===== config.mk =====
export PLATFORM = sky130hd
export DESIGN_NAME = energy_voice_activity_detector_top
export DESIGN_NICKNAME = d
export VERILOG_FILES = /design/src/rtl/evad_pkg.sv /design/src/rtl/energy_voice_activity_detector_top.sv
export SDC_FILE = /design/constraint.sdc
export NUM_CORES = 1
export LEC_CHECK = 0
export BUFFER_PORTS_ARGS = -buffer_cell sky130_fd_sc_hd__buf_2
export CAP_MARGIN = 0
export CORE_MARGIN = 1.5
export CORE_UTILIZATION = 35
export DETAILED_ROUTE_END_ITERATION = 7
export PLACE_DENSITY = 0.57
export SYNTH_ARGS = -nofsm -noshare
export SYNTH_HDL_FRONTEND = slang
export SYNTH_SLANG_ARGS = --single-unit

===== constraint.sdc =====
create_clock -name clk -period 11.55 [get_ports clk]
set_input_delay 1.7325 -clock clk [delete_from_list [all_inputs] [get_ports clk]]
set_output_delay 1.7325 -clock clk [all_outputs]
set_load 0.005 [all_outputs]

===== src/rtl/evad_pkg.sv =====
// ---------------------------------------------------------------------------
// evad_pkg: shared types and codes for the energy voice activity detector
// field widths, register indexes, detector stages and chunk action codes
// ---------------------------------------------------------------------------
package evad_pkg;

  localparam int SAMPLE_W  = 16;
  localparam int THRESH_W  = 15;
  localparam int COUNT_W   = 13;
  localparam int LIMIT_W   = 4;
  localparam int HANG_W    = 5;
  localparam int STAGE_W   = 3;
  localparam int ACTION_W  = 3;
  localparam int CFG_IDX_W = 3;
  localparam int CFG_DAT_W = 15;

  // largest count the field can hold
  localparam int COUNT_MAX = 8191;

  typedef logic [STAGE_W-1:0]  stage_t;
  typedef logic [ACTION_W-1:0] action_t;
  typedef logic [CFG_IDX_W-1:0] cfg_idx_t;

  // register indexes
  localparam cfg_idx_t REG_AMP_THRESH = 3'd0;
  localparam cfg_idx_t REG_ONSET_MIN  = 3'd1;
  localparam cfg_idx_t REG_STRONG_MIN = 3'd2;
  localparam cfg_idx_t REG_HOLD_MIN   = 3'd3;
  localparam cfg_idx_t REG_SIL_LIMIT  = 3'd4;

  // detector stages
  localparam stage_t ST_IDLE   = 3'd0;
  localparam stage_t ST_CAND1  = 3'd1;
  localparam stage_t ST_CAND2  = 3'd2;
  localparam stage_t ST_CAND3  = 3'd3;
  localparam stage_t ST_SPEECH = 3'd4;

  // chunk actions
  localparam action_t ACT_DROP    = 3'd0;
  localparam action_t ACT_START   = 3'd1;
  localparam action_t ACT_APPEND  = 3'd2;
  localparam action_t ACT_FLUSH   = 3'd3;
  localparam action_t ACT_FORWARD = 3'd4;
  localparam action_t ACT_END     = 3'd5;

  // reset values of the registers
  localparam logic [THRESH_W-1:0] RST_AMP_THRESH = 15'd2000;
  localparam logic [COUNT_W-1:0]  RST_ONSET_MIN  = 13'd1;
  localparam logic [COUNT_W-1:0]  RST_STRONG_MIN = 13'd10;
  localparam logic [COUNT_W-1:0]  RST_HOLD_MIN   = 13'd5;
  localparam logic [LIMIT_W-1:0]  RST_SIL_LIMIT  = 4'd3;

  typedef struct packed {
    logic [COUNT_W-1:0] loud_count;
    stage_t             detect_state;
    action_t            chunk_action;
  } result_t;

endpackage


===== src/rtl/energy_voice_activity_detector_top.sv =====
// ---------------------------------------------------------------------------
// energy_voice_activity_detector_top: chunked energy vad with hangover
// counts loud samples per chunk and steps an onset / speech / hangover
// detector at each chunk end, giving one action code per finished chunk
// ---------------------------------------------------------------------------
// One sample is taken per clock while in_stall is low. The loud-sample count
// and the detector update are done in the cycle a request is accepted, and
// the chunk result is registered into the output register, or into the skid
// register while the output holds a result. A two-entry result buffer
// (output register plus skid register) keeps samples flowing while a result
// waits; in_stall rises only when both entries are full. A chunk that saw
// pause on any of its samples produces no result and leaves the detector
// untouched. Registers are written through cfg_ with cfg_ready always high;
// writes to indexes beyond the register list are ignored.
// ---------------------------------------------------------------------------
module energy_voice_activity_detector_top #(
  parameter int MAX_CHUNK = 4096
) (
  input  logic                                clk,
  input  logic                                rst_n,
  // sample channel
  input  logic                                in_valid,
  output logic                                in_stall,
  input  logic signed [evad_pkg::SAMPLE_W-1:0] in_sample,
  input  logic                                in_chunk_last,
  input  logic                                in_paused,
  // result channel
  output logic                                out_valid,
  input  logic                                out_stall,
  output logic [evad_pkg::COUNT_W-1:0]        out_loud_count,
  output logic [evad_pkg::STAGE_W-1:0]        out_detect_state,
  output logic [evad_pkg::ACTION_W-1:0]       out_chunk_action,
  // register write channel
  input  logic                                cfg_valid,
  output logic                                cfg_ready,
  input  logic [evad_pkg::CFG_IDX_W-1:0]      cfg_index,
  input  logic [evad_pkg::CFG_DAT_W-1:0]      cfg_data
);

  // count saturates at the chunk size or at the field limit, whichever is less
  localparam int CAP_INT = (MAX_CHUNK > evad_pkg::COUNT_MAX) ? evad_pkg::COUNT_MAX
                                                              : MAX_CHUNK;
  localparam logic [evad_pkg::COUNT_W-1:0] COUNT_CAP = evad_pkg::COUNT_W'(CAP_INT);

  // configuration registers
  logic [evad_pkg::THRESH_W-1:0] amp_thresh_r;
  logic [evad_pkg::COUNT_W-1:0]  onset_min_r;
  logic [evad_pkg::COUNT_W-1:0]  strong_min_r;
  logic [evad_pkg::COUNT_W-1:0]  hold_min_r;
  logic [evad_pkg::LIMIT_W-1:0]  sil_limit_r;

  // detector state
  evad_pkg::stage_t             stage_r, stage_nxt;
  logic [evad_pkg::HANG_W-1:0]  hang_r, hang_nxt;
  logic [evad_pkg::COUNT_W-1:0] accum_r, accum_nxt;
  logic                         pause_seen_r, pause_seen_nxt;

  // result buffer
  evad_pkg::result_t out_r, skid_r, res;
  logic              out_valid_r, skid_valid_r;

  logic                         in_take, out_take, res_valid;
  logic                         pause_eff, loud;
  logic [evad_pkg::SAMPLE_W-1:0] mag;
  logic [evad_pkg::COUNT_W-1:0] cnt;
  logic [evad_pkg::HANG_W-1:0]  hang_hold;

  assign cfg_ready = 1'b1;
  assign in_stall  = skid_valid_r;
  assign in_take   = in_valid && !in_stall;
  assign out_take  = out_valid_r && !out_stall;

  // magnitude: -32768 maps to 32768, which still fits 16 unsigned bits
  assign mag  = in_sample[evad_pkg::SAMPLE_W-1] ? (~in_sample + 1'b1) : in_sample;
  assign loud = mag > {1'b0, amp_thresh_r};

  // count including the current sample
  assign cnt       = (loud && (accum_r < COUNT_CAP)) ? accum_r + 1'b1 : accum_r;
  assign pause_eff = pause_seen_r || in_paused;
  assign res_valid = in_take && in_chunk_last && !pause_eff;

  // hangover after a speech chunk, before the end check
  assign hang_hold = (cnt > hold_min_r) ? '0 :
                     (&hang_r) ? hang_r : hang_r + 1'b1;

  // detector step
  always_comb begin
    stage_nxt        = stage_r;
    hang_nxt         = hang_r;
    res.loud_count   = cnt;
    res.chunk_action = evad_pkg::ACT_DROP;
    unique case (stage_r)
      evad_pkg::ST_CAND1, evad_pkg::ST_CAND2: begin
        if (cnt > strong_min_r) begin
          stage_nxt        = stage_r + 1'b1;
          res.chunk_action = evad_pkg::ACT_APPEND;
        end else begin
          stage_nxt = evad_pkg::ST_IDLE;
        end
      end
      evad_pkg::ST_CAND3: begin
        if (cnt > strong_min_r) begin
          stage_nxt        = evad_pkg::ST_SPEECH;
          hang_nxt         = '0;
          res.chunk_action = evad_pkg::ACT_FLUSH;
        end else begin
          stage_nxt = evad_pkg::ST_IDLE;
        end
      end
      evad_pkg::ST_SPEECH: begin
        if (hang_hold > {1'b0, sil_limit_r}) begin
          stage_nxt        = evad_pkg::ST_IDLE;
          hang_nxt         = '0;
          res.chunk_action = evad_pkg::ACT_END;
        end else begin
          hang_nxt         = hang_hold;
          res.chunk_action = evad_pkg::ACT_FORWARD;
        end
      end
      default: begin
        // idle, and unused stage codes behave as idle
        if (cnt > onset_min_r) begin
          stage_nxt        = evad_pkg::ST_CAND1;
          res.chunk_action = evad_pkg::ACT_START;
        end else begin
          stage_nxt = evad_pkg::ST_IDLE;
        end
      end
    endcase
    res.detect_state = stage_nxt;
  end

  // chunk accumulator and pause mark, cleared at every chunk end
  always_comb begin
    accum_nxt      = accum_r;
    pause_seen_nxt = pause_seen_r;
    if (in_take) begin
      if (in_chunk_last) begin
        accum_nxt      = '0;
        pause_seen_nxt = 1'b0;
      end else begin
        accum_nxt      = cnt;
        pause_seen_nxt = pause_eff;
      end
    end
  end

  // configuration writes
  always_ff @(posedge clk) begin
    if (!rst_n) begin
      amp_thresh_r <= evad_pkg::RST_AMP_THRESH;
      onset_min_r  <= evad_pkg::RST_ONSET_MIN;
      strong_min_r <= evad_pkg::RST_STRONG_MIN;
      hold_min_r   <= evad_pkg::RST_HOLD_MIN;
      sil_limit_r  <= evad_pkg::RST_SIL_LIMIT;
    end else if (cfg_valid && cfg_ready) begin
      unique case (cfg_index)
        evad_pkg::REG_AMP_THRESH: amp_thresh_r <= cfg_data;
        evad_pkg::REG_ONSET_MIN:  onset_min_r  <= cfg_data[evad_pkg::COUNT_W-1:0];
        evad_pkg::REG_STRONG_MIN: strong_min_r <= cfg_data[evad_pkg::COUNT_W-1:0];
        evad_pkg::REG_HOLD_MIN:   hold_min_r   <= cfg_data[evad_pkg::COUNT_W-1:0];
        evad_pkg::REG_SIL_LIMIT:  sil_limit_r  <= cfg_data[evad_pkg::LIMIT_W-1:0];
        default: ;
      endcase
    end
  end

  // detector state update; stage and hangover change only on an unpaused chunk end
  always_ff @(posedge clk) begin
    if (!rst_n) begin
      stage_r      <= evad_pkg::ST_IDLE;
      hang_r       <= '0;
      accum_r      <= '0;
      pause_seen_r <= 1'b0;
    end else begin
      accum_r      <= accum_nxt;
      pause_seen_r <= pause_seen_nxt;
      if (res_valid) begin
        stage_r <= stage_nxt;
        hang_r  <= hang_nxt;
      end
    end
  end

  // result buffer: output register with a skid entry behind it
  always_ff @(posedge clk) begin
    if (!rst_n) begin
      out_valid_r  <= 1'b0;
      skid_valid_r <= 1'b0;
    end else if (skid_valid_r) begin
      // input is stalled; drain skid into output when it moves
      if (out_take) begin
        out_valid_r  <= 1'b1;
        skid_valid_r <= 1'b0;
      end
    end else if (!out_valid_r || out_take) begin
      out_valid_r <= res_valid;
    end else if (res_valid) begin
      skid_valid_r <= 1'b1;
    end
  end

  always_ff @(posedge clk) begin
    if (skid_valid_r) begin
      if (out_take) begin
        out_r <= skid_r;
      end
    end else if (!out_valid_r || out_take) begin
      if (res_valid) begin
        out_r <= res;
      end
    end else if (res_valid) begin
      skid_r <= res;
    end
  end

  assign out_valid        = out_valid_r;
  assign out_loud_count   = out_r.loud_count;
  assign out_detect_state = out_r.detect_state;
  assign out_chunk_action = out_r.chunk_action;

endmodule


Word-level counts from Yosys, hierarchy flattened --
Index checks and enable logic that the tools add are counted.
Cells by class: add/sub/neg operators 4, $lt $le $gt $ge 6, eq/ne operators 10, multiplexer cells 29, bitwise gates (word level) 3, reductions and logical operators 26
Operator list (number):
- $mux 19 | 4
- $gt 13x13->1 | 3
- $mux 13 | 2
- $mux 5 | 4
- $pmux 3 s3 | 2
- $add 16x1->16 const B | 1
- $gt 16x15->1 | 1
- $mux 16 | 1
- $not 16->16 | 1
- $add 13x1->13 const B | 1
- $lt 13x13->1 const B | 1
- $eq 3x2->1 const B | 4
- $reduce_and 2->1 | 6
- $mux 1 | 10
- $pmux 5 s2 | 1
- $mux 3 | 3
- $reduce_and 3->1 | 3
- $eq 3x1->1 const B | 2
- $eq 3x3->1 const B | 2
- $reduce_bool 2->1 | 3
- $add 5x1->5 const B | 1
- $gt 5x4->1 | 1
- $logic_and 1x1->1 | 5
- $reduce_and 5->1 | 1
- other kinds (9) | 15
Word-level totals: register bits 120, input port bits 41, output and inout bits 22

Depth between registers and ports, before layout --
word-level depth 14, depth in mapped cells 29, mapped depth without buffers 28

Least setup slack after synthesis --
No wires, ideal clock.
path kind in2reg, start in in_sample[7] (netlist name), end reg out_r (netlist bit out_chunk_action[0]), data pin, setup time 260 ps, arrival time 7574 ps, required time 11290 ps, slack 3717 ps, stages on the path 26, cells stage by stage or4_4 -> or3_2 -> o31ai_1 -> xnor2_1 -> ha_1 -> nand4_1 -> or3_1 -> o32ai_1 -> a21oi_4 -> buf_6 -> nand3_2 -> xnor2_1 -> ha_1 -> and4_1 -> a221o_1 -> a221oi_1 -> a32o_1 -> nand2_1 -> inv_1 -> ha_1 -> a21oi_1 -> o21ai_0 -> o21ai_0 -> o21ai_0 -> a221o_1 -> mux2_2
RTL lines:
- start: declaration | RTL line energy_voice_activity_detector_top.sv:24 | input logic signed [evad_pkg::SAMPLE_W-1:0] in_sample,
- end signal: assignment | RTL line energy_voice_activity_detector_top.sv:206 | out_r <= skid_r;
- end signal: assignment | RTL line energy_voice_activity_detector_top.sv:210 | out_r <= res;
- end: declaration | RTL line energy_voice_activity_detector_top.sv:59 | evad_pkg::result_t out_r, skid_r, res;

==> impl_results.md <==
* Reg2reg start: amp_thresh_r[12]
* EDFF count, synth at 38
* Leak Pwr at 0.00316 uW
* Pint at 886 uW
* Row cnt at 50
* Worst Path Required at 11.72 ns
* Combinational share of power at a little under a tenth
* Final setup fails at 0
* Sequential cell area at 0.00278 mm2
* GRT Util Overall at 18.1%
* Count leader, synth: nand2_1
* Top post-synthesis cells by area: dfxtp_1, edfxtp_1, ha_1, nand2_1, a21oi_1
* Post-layout net count at 940
* Area of the multi-input gates at 0.00363 mm2
* Most frequent cells after synthesis: nand2_1, dfxtp_1, a21oi_1
* Vias at 5550
* Mapped Nets at around 880
* Capturing point of the worst reg2reg path: out_chunk_action[0]
* Initial DRC Count at 321
* Drt first pass iters at 5
* Synth Register Bits at 120
* Synth Area in Compound Gates at between 10% and 20%
* Worst R2R Setup Slack at 5.59 ns
* Clock skew at 0.00656 ns
* Top_reg_cell synth: dfxtp_1
* Hold Path End: amp_thresh_r[14]
* Largest family of logic cells by synthesized area: simple AND/OR/NAND/NOR gates
* Post-synth cell types at 61
* Post-cts hold buffer count at 0
* Root Buffer: clkbuf_16
* Setup bufs post-CTS at 0
* CTS tree: built
* Slew at the pin closest to its max-slew limit at 1.14 ns
* Power Density at about 140 mW/mm2
* Setup TNS at 0 ns
* Fill cells at approximately 1900
* Net Sw Frac at 22.9%
* Routability cong. at approximately 0.81
* Placed instance count at 1074
* Antenna violations before repair at 0
* DRC at 0
* Hold_sp: amp_thresh_r[14]
* Net switching component of the power at 263 uW
* Met2 WL post-DR at between 7 and 8 mm
* Largest net degree at the start of global routing at 47
* Min Hold Slack at between 0.4 and 0.5 ns
* Hold crit path type: reg2reg
* Power share of the sequential group at between 30% and 40%
* Io pins at 63
* Status: finished clean
* Slowest CP cell: o32ai_1
* Period utilization at 72.7%
* FF-to-FF path depth at 21
* Wire per inst at roughly 16 um
* Area Growth Syn to Fin at 18.2%
* Post-synth top area share at 24.2%
* First-pass GRT wire length at 27.8 mm
* Max Buffers Root-to-Sink at 2
* Post-synthesis sequential area ratio at 40.9%
* Area of the core at 0.0189 mm2
* Util after Layout at 42.5%
* Max FO, Critical Path at 14
* Clock sink total at 120
* DR top layer: met4
* Die W at 142 um
* Yosys warning count at 0
* Clk_lat worst skew at about 0.42 ns
* CP Capture Type: flip-flop
* Max stage delay on crit path at around 0.70 ns
* Metal-1 WL at 8.23 mm
* Die area at 0.0203 mm2
* ANT cells at 0
* Worst Setup Start Kind: input port
* Clock network fraction of design power at 51.5%
* # H-tree levels at 4
* Clock-pin transition on the worst setup and hold timing paths at 0.06 ns
* Slew Limit Headroom at between 20 and 25%
* Synth Instances at 772
* Initial Util at a little over a third
* Final Max Slew Viols at 0
* Synth Area in XOR/XNOR at 3.35%
* Non-filler cells, final at about 1100
* RSZ-0062 raised after global routing: false
* Mux share of post-synthesis cell area at ~3.4%
* Post-Synth Simple-Gate Area at 19.0%
* Max VDD drop at 0.000109 V
* Critical path arrival at 8.57 ns
* Die Span Y at 142 um
* Post-cts sizing count at 0
* Total global routing overflow at 0
* WL met3 at 797 um
* Hold Path Depth at 2
* Total CTS buffers at 17
* Vias in the first global route at approximately 5300
* Synth area leader: dfxtp_1
* Ratio of cells with drive above 1 in the final layout at 15.5%
* Vias per cell at 5.02
* Syn_area_per_cell at 8.80 um2
* Max frequency at 119 MHz
* Antenna Nets Post-Route at 0
* Post-Route WL at about 17 mm
* Minimum clock period at 8.40 ns
* Async S/R FF share, synth at 0%
* Max Cap Viol at 0
* Crit Path Class: in2reg
* DPL Wire Length at 12.8 mm
* # port buffers at 61
* Adder-cell share of the synthesized area at 12.2%
* Synthesized area at 0.00680 mm2
* Endpoints failing hold at 0
## critical path: cells and delay by family
family | cells | cell delay, ns
muxes | 1 | 0.26
adders and majority gates | 3 | 0.92
AOI/OAI and AO/OA | 11 | 2.97
and+or+nand+nor | 7 | 2.13
buffers and inverters | 1 | 0.12
xor gates and xnor gates | 2 | 0.42
## per-layer routing
layer	global-route usage, %	vias to the layer above
met4	6.46	0
met1	24.1	2553
met3	4.24	23
met2	28.7	131
li1	-	2843
met5	0	-
## final cells by class
type / count / area share, %
Clock buffer: 17 / 5.29
Clock inverter: 14 / 2.87
Inverter: 71 / 3.32
Multi-Input combinational cell: 553 / 45.2
Sequential cell: 120 / 34.6
Tap cell: 260 / 4.05
Timing Repair Buffer: 70 / 4.64
## through the flow
| stage | total power, uW | worst slack (ns) | instance area (um2) |
|---|---|---|---|
| final | 1150 | 3.15 | 8040 |
| after global routing | 1190 | 2.80 | 8040 |
| after CTS | 1160 | 3.27 | 8040 |
| after detailed placement | 567 | 2.81 | 7380 |
| after global placement | 566 | 2.94 | 7380 |
| after floorplan | 531 | 3.72 | 6800 |
## power by group through the flow
stage | Sequential, uW | Clock (uW) | Combinational, uW
after floorplan | 456 | 0 | 75.0
after global placement | 457 | 0 | 109
after detailed placement | 457 | 0 | 110
after CTS | 448 | 604 | 111
after global routing | 449 | 621 | 125
final | 448 | 592 | 110
## state kept, by name, summed over array words and instances (netlist names), 3 cells and up
register / flops
accum_r: 13
amp_thresh_r: 15
hang_r: 5
hold_min_r: 13
onset_min_r: 13
out_chunk_action: 3
out_detect_state: 3
out_loud_count: 13
sil_limit_r: 4
skid_r: 19
stage_r: 3
strong_min_r: 13
## placed cells by master (no fill, tap or decap), types with 4 or more instances in the layout
cell / n
a211oi_1: 8
a21oi_1: 71
a31oi_1: 13
and3_1: 4
buf_2: 61
buf_4: 9
bufinv_16: 6
clkbuf_16: 17
clkinvlp_4: 4
dfxtp_1: 82
edfxtp_1: 38
ha_1: 66
inv_1: 70
mux2_2: 15
mux2i_1: 6
nand2_1: 146
nand3_1: 22
nand4_1: 12
nor2_1: 29
nor2b_1: 5
nor3_1: 8
o211ai_1: 12
o21ai_0: 30
o2bb2ai_1: 4
o31ai_1: 11
or3_1: 12
xnor2_1: 24
## kinds of logic (layout without fill, tap and decap cells)
group           Yosys count  in the layout
simple gates            269            269
flops                   120            120
buf+inv                  99            172
compound gates          170            170
other cells               1              1
fa+ha+maj                66             66
xor+xnor                 26             26
mux                      21             21
## worst max-delay path by stage
stage / startpoint / end / slack [ns] / cells after the start
2_1_floorplan: in_sample[7] / out_chunk_action[0] / 3.72 / 26
3_3_place_gp: in_sample[7] / out_chunk_action[0] / 2.94 / 26
3_5_place_dp: in_sample[7] / out_chunk_action[0] / 2.81 / 26
4_1_cts: in_sample[7] / out_chunk_action[0] / 3.27 / 26
5_1_grt: in_sample[7] / out_chunk_action[0] / 2.80 / 25
6_report: in_sample[7] / out_chunk_action[0] / 3.15 / 25
(Power assumes the default switching activity.)
